$ cat config.mk
export PLATFORM = sky130hd
export DESIGN_NAME = x86_partial_register_access
export DESIGN_NICKNAME = d
export VERILOG_FILES = /design/src/hdl/xpra_pkg.sv /design/src/hdl/x86_partial_register_access.sv /design/src/hdl/xpra_ram.sv
export SDC_FILE = /design/constraint.sdc
export NUM_CORES = 1
export LEC_CHECK = 0
export ABC_AREA = 1
export BUFFER_PORTS_ARGS = -buffer_cell sky130_fd_sc_hd__buf_2
export CORE_ASPECT_RATIO = 1.1
export CORE_MARGIN = 4
export CORE_UTILIZATION = 40
export CTS_BUF_LIST = sky130_fd_sc_hd__clkbuf_16
export DETAILED_ROUTE_END_ITERATION = 16
export PLACE_DENSITY_LB_ADDON = 0.25
export SKIP_CTS_REPAIR_TIMING = 1
export SLEW_MARGIN = 20
export SYNTH_ARGS = -nofsm -noshare
export SYNTH_HDL_FRONTEND = slang
export SYNTH_SLANG_ARGS = --single-unit
export TNS_END_PERCENT = 1
$ cat constraint.sdc
create_clock -name clk -period 9.7 [get_ports clk]
set_clock_uncertainty 0.05 [all_clocks]
set_input_delay 1.455 -clock clk [delete_from_list [all_inputs] [get_ports clk]]
set_output_delay 1.455 -clock clk [all_outputs]
set_load 0.02 [all_outputs]
$ cat src/hdl/xpra_pkg.sv
// Shared types, register numbers and decode function for the x86 register block.
// No dependencies; imported by the top level, the RAM wrapper users and the checker.
`timescale 1ns / 1ps
`default_nettype none

package xpra_pkg;

	// Register store geometry
	localparam int REG_SLOTS = 16;
	localparam int SLOT_W    = $clog2(REG_SLOTS);
	localparam int DATA_W    = 32;
	localparam int INDEX_W   = 8;

	// Access status
	typedef enum logic [1:0] {
		ST_OK          = 2'd0,
		ST_UNSUPPORTED = 2'd1,
		ST_INVALID     = 2'd2
	} status_t;

	// Register view
	typedef enum logic [1:0] {
		VIEW_LO   = 2'd0,
		VIEW_HI   = 2'd1,
		VIEW_WORD = 2'd2,
		VIEW_FULL = 2'd3
	} view_t;

	// Action flag
	localparam logic ACT_READ  = 1'b0;
	localparam logic ACT_WRITE = 1'b1;

	// CodeView register numbers
	localparam logic [INDEX_W-1:0] IDX_LO_FIRST    = 8'd1;
	localparam logic [INDEX_W-1:0] IDX_LO_LAST     = 8'd4;
	localparam logic [INDEX_W-1:0] IDX_HI_FIRST    = 8'd5;
	localparam logic [INDEX_W-1:0] IDX_HI_LAST     = 8'd8;
	localparam logic [INDEX_W-1:0] IDX_WORD_FIRST  = 8'd9;
	localparam logic [INDEX_W-1:0] IDX_WORD_LAST   = 8'd16;
	localparam logic [INDEX_W-1:0] IDX_DWORD_FIRST = 8'd17;
	localparam logic [INDEX_W-1:0] IDX_DWORD_LAST  = 8'd24;
	localparam logic [INDEX_W-1:0] IDX_SEG_FIRST   = 8'd25;
	localparam logic [INDEX_W-1:0] IDX_SEG_LAST    = 8'd30;
	localparam logic [INDEX_W-1:0] IDX_IP          = 8'd31;
	localparam logic [INDEX_W-1:0] IDX_FLAGS       = 8'd32;
	localparam logic [INDEX_W-1:0] IDX_EIP         = 8'd33;
	localparam logic [INDEX_W-1:0] IDX_EFLAGS      = 8'd34;
	localparam logic [INDEX_W-1:0] IDX_CR_FIRST    = 8'd80;
	localparam logic [INDEX_W-1:0] IDX_CR_LAST     = 8'd84;
	localparam logic [INDEX_W-1:0] IDX_DR_FIRST    = 8'd90;
	localparam logic [INDEX_W-1:0] IDX_DR_LAST     = 8'd97;

	// Store slots
	localparam logic [SLOT_W-1:0] SLOT_SEG_BASE = 4'd8;
	localparam logic [SLOT_W-1:0] SLOT_EIP      = 4'd14;
	localparam logic [SLOT_W-1:0] SLOT_EFLAGS   = 4'd15;

	// Merge masks: bits kept from the old value
	localparam logic [DATA_W-1:0] KEEP_LO   = 32'hFFFF_FF00;
	localparam logic [DATA_W-1:0] KEEP_HI   = 32'hFFFF_00FF;
	localparam logic [DATA_W-1:0] KEEP_WORD = 32'hFFFF_0000;

	typedef struct packed {
		status_t             status;
		logic [SLOT_W-1:0]   slot;
		view_t               view;
	} dec_t;

	// Register number to slot, view and status
	function automatic dec_t decode_index(input logic [INDEX_W-1:0] idx);
		dec_t d;
		d.status = ST_OK;
		d.slot   = '0;
		d.view   = VIEW_FULL;
		unique case (idx) inside
			[IDX_LO_FIRST:IDX_LO_LAST]: begin
				d.slot = SLOT_W'(idx - IDX_LO_FIRST);
				d.view = VIEW_LO;
			end
			[IDX_HI_FIRST:IDX_HI_LAST]: begin
				d.slot = SLOT_W'(idx - IDX_HI_FIRST);
				d.view = VIEW_HI;
			end
			[IDX_WORD_FIRST:IDX_WORD_LAST]: begin
				d.slot = SLOT_W'(idx - IDX_WORD_FIRST);
				d.view = VIEW_WORD;
			end
			[IDX_DWORD_FIRST:IDX_DWORD_LAST]: begin
				d.slot = SLOT_W'(idx - IDX_DWORD_FIRST);
				d.view = VIEW_FULL;
			end
			[IDX_SEG_FIRST:IDX_SEG_LAST]: begin
				d.slot = SLOT_SEG_BASE + SLOT_W'(idx - IDX_SEG_FIRST);
				d.view = VIEW_FULL;
			end
			IDX_IP: begin
				d.slot = SLOT_EIP;
				d.view = VIEW_WORD;
			end
			IDX_FLAGS: begin
				d.slot = SLOT_EFLAGS;
				d.view = VIEW_WORD;
			end
			IDX_EIP: begin
				d.slot = SLOT_EIP;
				d.view = VIEW_FULL;
			end
			IDX_EFLAGS: begin
				d.slot = SLOT_EFLAGS;
				d.view = VIEW_FULL;
			end
			[IDX_CR_FIRST:IDX_CR_LAST], [IDX_DR_FIRST:IDX_DR_LAST]: begin
				d.status = ST_UNSUPPORTED;
			end
			default: begin
				d.status = ST_INVALID;
			end
		endcase
		return d;
	endfunction

endpackage

`default_nettype wire

$ cat src/hdl/x86_partial_register_access.sv
// Channel   | Dir | tdata (low bit up)             | tuser
// s_axis    | in  | reg_index[7:0], write_value    | action (1 = write)
// m_axis    | out | read_value[31:0]               | status[1:0]
//
// One word per cycle sustained while m_axis is not back-pressured. An accepted
// word reads the store RAM at once; the merge stage then merges and writes back,
// and the result lands in the output register. The RAM read data is registered; a
// write followed directly by an access to the same slot is forwarded.
// Reset clears the slot valid bits, so every register reads as zero; no sweep.
// Back-pressure on m_axis holds the merge stage, which then holds s_axis.
// Depends on xpra_pkg and xpra_ram.
`timescale 1ns / 1ps
`default_nettype none

module x86_partial_register_access (
	input  wire logic        clk,
	input  wire logic        arst_n,
	input  wire logic        s_axis_tvalid,
	output logic             s_axis_tready,
	input  wire logic [39:0] s_axis_tdata,  // reg_index[7:0], write_value[39:8]
	input  wire logic        s_axis_tuser,  // action
	output logic             m_axis_tvalid,
	input  wire logic        m_axis_tready,
	output logic [31:0]      m_axis_tdata,  // read_value
	output logic [1:0]       m_axis_tuser   // status
);

	import xpra_pkg::*;

	logic               accept;
	logic               advance;
	dec_t               dec_in;
	logic [DATA_W-1:0]  ram_rdata;
	logic               ram_we;
	logic [DATA_W-1:0]  cur_value;
	logic [DATA_W-1:0]  nxt_value;
	logic [DATA_W-1:0]  view_value;
	logic [DATA_W-1:0]  result_value;

	// merge stage
	logic               valid_s1;
	logic               write_s1;
	status_t            status_s1;
	logic [SLOT_W-1:0]  slot_s1;
	view_t              view_s1;
	logic [DATA_W-1:0]  wdata_s1;

	// slot valid bits and write forwarding
	logic [REG_SLOTS-1:0] present_q;
	logic                 fwd_valid_q;
	logic [SLOT_W-1:0]    fwd_slot_q;
	logic [DATA_W-1:0]    fwd_data_q;

	// output register
	logic               out_valid_q;
	logic [DATA_W-1:0]  out_data_q;
	status_t            out_status_q;

	// handshakes
	assign advance       = valid_s1 & (~out_valid_q | m_axis_tready);
	assign s_axis_tready = ~valid_s1 | advance;
	assign accept        = s_axis_tvalid & s_axis_tready;
	assign dec_in        = decode_index(s_axis_tdata[INDEX_W-1:0]);

	xpra_ram #(
		.WIDTH (DATA_W),
		.DEPTH (REG_SLOTS)
	) u_store (
		.clk   (clk),
		.we    (ram_we),
		.waddr (slot_s1),
		.wdata (nxt_value),
		.re    (accept),
		.raddr (dec_in.slot),
		.rdata (ram_rdata)
	);

	// current register value: last write, RAM, or reset zero
	always_comb begin
		if (fwd_valid_q && fwd_slot_q == slot_s1) begin
			cur_value = fwd_data_q;
		end else if (present_q[slot_s1]) begin
			cur_value = ram_rdata;
		end else begin
			cur_value = '0;
		end
	end

	// view slice and write merge
	always_comb begin
		case (view_s1)
			VIEW_LO: begin
				view_value = {24'd0, cur_value[7:0]};
				nxt_value  = (cur_value & KEEP_LO) | {24'd0, wdata_s1[7:0]};
			end
			VIEW_HI: begin
				view_value = {24'd0, cur_value[15:8]};
				nxt_value  = (cur_value & KEEP_HI) | {16'd0, wdata_s1[7:0], 8'd0};
			end
			VIEW_WORD: begin
				view_value = {16'd0, cur_value[15:0]};
				nxt_value  = (cur_value & KEEP_WORD) | {16'd0, wdata_s1[15:0]};
			end
			default: begin
				view_value = cur_value;
				nxt_value  = wdata_s1;
			end
		endcase
	end

	assign ram_we       = advance & (write_s1 == ACT_WRITE) & (status_s1 == ST_OK);
	assign result_value = (write_s1 == ACT_READ && status_s1 == ST_OK) ? view_value : '0;

	// control state
	always_ff @(posedge clk or negedge arst_n) begin
		if (!arst_n) begin
			valid_s1    <= 1'b0;
			out_valid_q <= 1'b0;
			present_q   <= '0;
			fwd_valid_q <= 1'b0;
		end else begin
			if (accept) begin
				valid_s1 <= 1'b1;
			end else if (advance) begin
				valid_s1 <= 1'b0;
			end
			if (advance) begin
				out_valid_q <= 1'b1;
			end else if (m_axis_tready) begin
				out_valid_q <= 1'b0;
			end
			if (ram_we) begin
				present_q[slot_s1] <= 1'b1;
				fwd_valid_q        <= 1'b1;
			end
		end
	end

	// payload registers
	always_ff @(posedge clk) begin
		if (accept) begin
			write_s1  <= s_axis_tuser;
			status_s1 <= dec_in.status;
			slot_s1   <= dec_in.slot;
			view_s1   <= dec_in.view;
			wdata_s1  <= s_axis_tdata[INDEX_W +: DATA_W];
		end
		if (ram_we) begin
			fwd_slot_q <= slot_s1;
			fwd_data_q <= nxt_value;
		end
		if (advance) begin
			out_data_q   <= result_value;
			out_status_q <= status_s1;
		end
	end

	assign m_axis_tvalid = out_valid_q;
	assign m_axis_tdata  = out_data_q;
	assign m_axis_tuser  = out_status_q;

endmodule

`default_nettype wire

$ cat src/hdl/xpra_ram.sv
// Generic single-write, single-read synchronous RAM with registered read data.
// No dependencies.
`timescale 1ns / 1ps
`default_nettype none

module xpra_ram #(
	parameter int WIDTH = 32,
	parameter int DEPTH = 16
) (
	input  wire logic                     clk,
	input  wire logic                     we,
	input  wire logic [$clog2(DEPTH)-1:0] waddr,
	input  wire logic [WIDTH-1:0]         wdata,
	input  wire logic                     re,
	input  wire logic [$clog2(DEPTH)-1:0] raddr,
	output logic      [WIDTH-1:0]         rdata
);

	logic [WIDTH-1:0] mem [DEPTH];

	// write port
	always_ff @(posedge clk) begin
		if (we) begin
			mem[waddr] <= wdata;
		end
	end

	// registered read port
	always_ff @(posedge clk) begin
		if (re) begin
			rdata <= mem[raddr];
		end
	end

endmodule

`default_nettype wire

==> flow_summary.ini <==
[critical_path]
cp.buffers_inverters = 5
timing.critical_path.to_type = flip-flop
required_ns = 9.99
worst_r2r_path_depth = 7
critical_path.cell_chain = buf_2 > inv_1 > ha_1 > nand3_1 > nand2_1 > inv_2 > nand2_1 > nand3_2 > o21ai_4 > buf_4 > nand2_8 > buf_4 > nand2_1 > nand2_1 > nand2_1 > nand3_1 > nand3_1 > nand2_1
reg2reg_to = u_store.mem[9][20]
data_arrival_time_at_the_worst_slack_endpoint_ns = 5.60
critical_path.reg2reg.startpoint = status_s1[0]
worstSetupStartpoint = s_axis_tdata[0]
crit_top_cell = sky130_fd_sc_hd__nand2_1
capturing_element_of_the_worst_setup_path = u_store.rdata[7]
worstPathMaxFanout = 159
reg2reg_slack_ns = 6.29
max_stage_delay_ns = 0.78
path_depth = 18
cpLargestDelayFamily = simple AND/OR/NAND/NOR gates
critPathLaunchType = input pin
path_class = in -> reg
crit_path_top_delay_cell = sky130_fd_sc_hd__buf_4

[die]
design.die.area_um2 = 77160
chipWidth_um = 265.2
floorplan.io_pins = 81
starting_utilization_of_the_core_area_pct = 40.48
std_cell_rows = 103
core-area_um2 = 71910
die_height_um = 290.9

[yosys]
synth.cell_area_um2 = 29110
synth_cell_type_count = 35
synth_warnings = 0
synth_commonest_cells = sky130_fd_sc_hd__edfxtp_1 (655), sky130_fd_sc_hd__nand3_1 (648), sky130_fd_sc_hd__nand2_1 (560)
avgSynthCellArea_um2 = 10.94
async_flop_share_pct = 2.819
synth_seq_cells = 674
netlist.top_cell.by_area = sky130_fd_sc_hd__edfxtp_1
most_used_flip_flop_cell_after_synthesis = sky130_fd_sc_hd__edfxtp_1
synth_seq_area_share_pct = 69.20
synth_top_cells_by_area = sky130_fd_sc_hd__edfxtp_1 (68%), sky130_fd_sc_hd__nand3_1 (11%), sky130_fd_sc_hd__nand2_1 (7.2%)
syn_nets = 2712
post-synth-top-count-cell = sky130_fd_sc_hd__edfxtp_1
post_synth_inst_count = 2661
area_fraction_of_the_dominant_cell_type_after_synthesis_pct = 67.56
synth-edff-count = 655

[route]
drt_first_iter_violations = 2210
drcViolationCount = 0
first_pass_iters = 6
routed_wirelength_um = 77510
vias_per_cell = 5.323
post_drt_wl_per_cell_um = 21.03
remaining_antenna_violation_count = 0
vias = 19620

[global_routing]
grt.total_usage_pct = 19.64
grt_antenna_before_repair = 0
globalRouteOverflowTotal = 0
vias_in_the_first_global_route = 19100
grt_start_max_net_pins = 206
wire_length_of_the_first_global_routing_pass_um = 116700

[finish]
fillers = 6568
final_nets = 2749
layout-drive-gt1-share_pct = 9.270
finalCoreUtilization_pct = 45.15
insertedDiodeCount = 0
syn2layout_area_growth_pct = 11.52

[clock_network]
clk_path_buf_depth = 3
tritoncts.num_buffers = 68
clock-root-buffer = sky130_fd_sc_hd__clkbuf_16
cts-htree-levels = 3
cts_tree = done
clock_sink_count = 674
cts_clock_pin_slew_for_the_worst_setup_and_hold_paths_ns = 0.06
insertion_delay_ns = 0.60

[sta]
timing.max_slew.rel_slack_pct = 23.27
count_of_endpoints_failing_hold_in_the_final_timing_report = 0
setup_tns_ns = 0
setup_viol = 0
timing_worst_slew_pin_value_ns = 1.151
final_max_slew_viol_count = 0
max_freq_ghz = 0.1885
finalCritPeriodShare_pct = 54.70
grt_setup_unrepaired = false
fin_crit_period_ns = 5.306

[min_path]
holdCritPathClass = reg -> reg

[placement]
place_congestion = 0.8168
numPortBuffers = 80
place.detailed.hpwl_um = 38210

[power_and_ir_drop]
max_rail_drop_vdd_mv = 0.1025
p_sw_mw = 1.476
p_comb_share_pct = 8.1
internal_power_consumption_mw = 4.793
powerDensity_nw_per_um2 = 193.1
leakagePower_nw = 12.91
seq_power_share_pct = 53.7
power_frac_clock_pct = 38.2
power.switching_fraction_pct = 23.54

[outcome]
run_status = finished, final reports clean

[run]
cap_viol_max_count = 0
[cell families (layout without fill, tap and decap cells)]
family,count (synthesis),count (layout),synth area share (%)
buffers and inverters,537,616,7.418
AND/OR/NAND/NOR,1343,1343,21.12
AO/OA/AOI/OAI,96,96,1.857
adder cells (fa/ha/maj),6,6,0.2579
XOR/XNOR,5,5,0.1504
flip-flops,674,674,69.20
[power by group through the flow]
stage               clock (mW)  combinational (mW)  sequential [mW]
finish                    2.40               0.507             3.37
global route              2.56               0.558             3.37
CTS                       2.44               0.506             3.36
detailed placement           0               0.503             3.43
global placement             0               0.492             3.42
floorplan                    0               0.301             3.43
[worst min-delay path by stage]
stage | from | end | slack, ns | depth (start not counted)
after floorplan | slot_s1[1] | fwd_slot_q[1] | 0.37 | 0
after global placement | present_q[6] | present_q[6] | 0.39 | 2
after detailed placement | present_q[3] | present_q[3] | 0.40 | 2
after CTS | present_q[3] | present_q[3] | 0.41 | 2
after global routing | present_q[12] | present_q[12] | 0.44 | 1
final | present_q[3] | present_q[3] | 0.41 | 2
[final cells by class]
class / count / area, µm² / area share (%)
timing repair buffer: 118 / 710.7 / 2.189
clock buffer: 71 / 1777 / 5.473
inverter: 386 / 1451 / 4.471
multi-input combinational: 1450 / 6998 / 21.56
sequential: 674 / 20140 / 62.05
clock inverter: 41 / 201.4 / 0.6205
tap: 945 / 1182 / 3.642
[cells in the final DEF (no fill, tap or decap), types with 15 or more instances in the layout]
cell type	n
sky130_fd_sc_hd__edfxtp_1	655
sky130_fd_sc_hd__nand3_1	647
sky130_fd_sc_hd__nand2_1	559
sky130_fd_sc_hd__inv_1	382
sky130_fd_sc_hd__buf_2	80
sky130_fd_sc_hd__clkbuf_16	71
sky130_fd_sc_hd__nand3b_1	61
sky130_fd_sc_hd__o21ai_0	51
sky130_fd_sc_hd__nor2_1	37
sky130_fd_sc_hd__buf_4	36
sky130_fd_sc_hd__a21oi_1	27
sky130_fd_sc_hd__clkinv_1	20
sky130_fd_sc_hd__nor2_4	19
sky130_fd_sc_hd__dfrtp_1	19
sky130_fd_sc_hd__clkinv_2	15
[sequential cells by signal, indices dropped and copies added (netlist names), 2 cells and up]
register	flops
u_store.mem	512
fwd_data_q	32
m_axis_tdata	32
u_store.rdata	32
wdata_s1	32
present_q	16
fwd_slot_q	4
slot_s1	4
m_axis_tuser	2
status_s1	2
view_s1	2
[layer usage]
| layer | track usage (%) | routed length (µm) | up-vias |
|---|---|---|---|
| met1 | 26.41 | 32810 | 9594 |
| li1 | - | - | 9094 |
| met5 | 0 | 0 | - |
| met2 | 32.17 | 36490 | 762 |
| met3 | 3.533 | 5812 | 166 |
| met4 | 7.049 | 2399 | 0 |
[stage by stage]
| stage | power (mW) | instances | hold slack, ns | setup slack (ns) | area (µm²) |
|---|---|---|---|---|---|
| final | 6.269 | 3685 | 0.4134 | 4.394 | 32460 |
| after global routing | 6.489 | 3685 | 0.4384 | 4.192 | 32460 |
| after CTS | 6.312 | 3685 | 0.4146 | 4.554 | 32460 |
| after detailed placement | 3.928 | 3573 | 0.4004 | 3.953 | 30490 |
| after global placement | 3.917 | 3573 | 0.3925 | 4.030 | 30480 |
| after floorplan | 3.733 | 2661 | 0.3744 | 3.888 | 29110 |
[tightest hold or removal path: stages, from the launching register on]
cell	delay, ns
sky130_fd_sc_hd__dfrtp_1	0.32
sky130_fd_sc_hd__inv_1	0.04
sky130_fd_sc_hd__o21ai_0	0.06
Note: power is estimated with default switching activity, not from simulation.
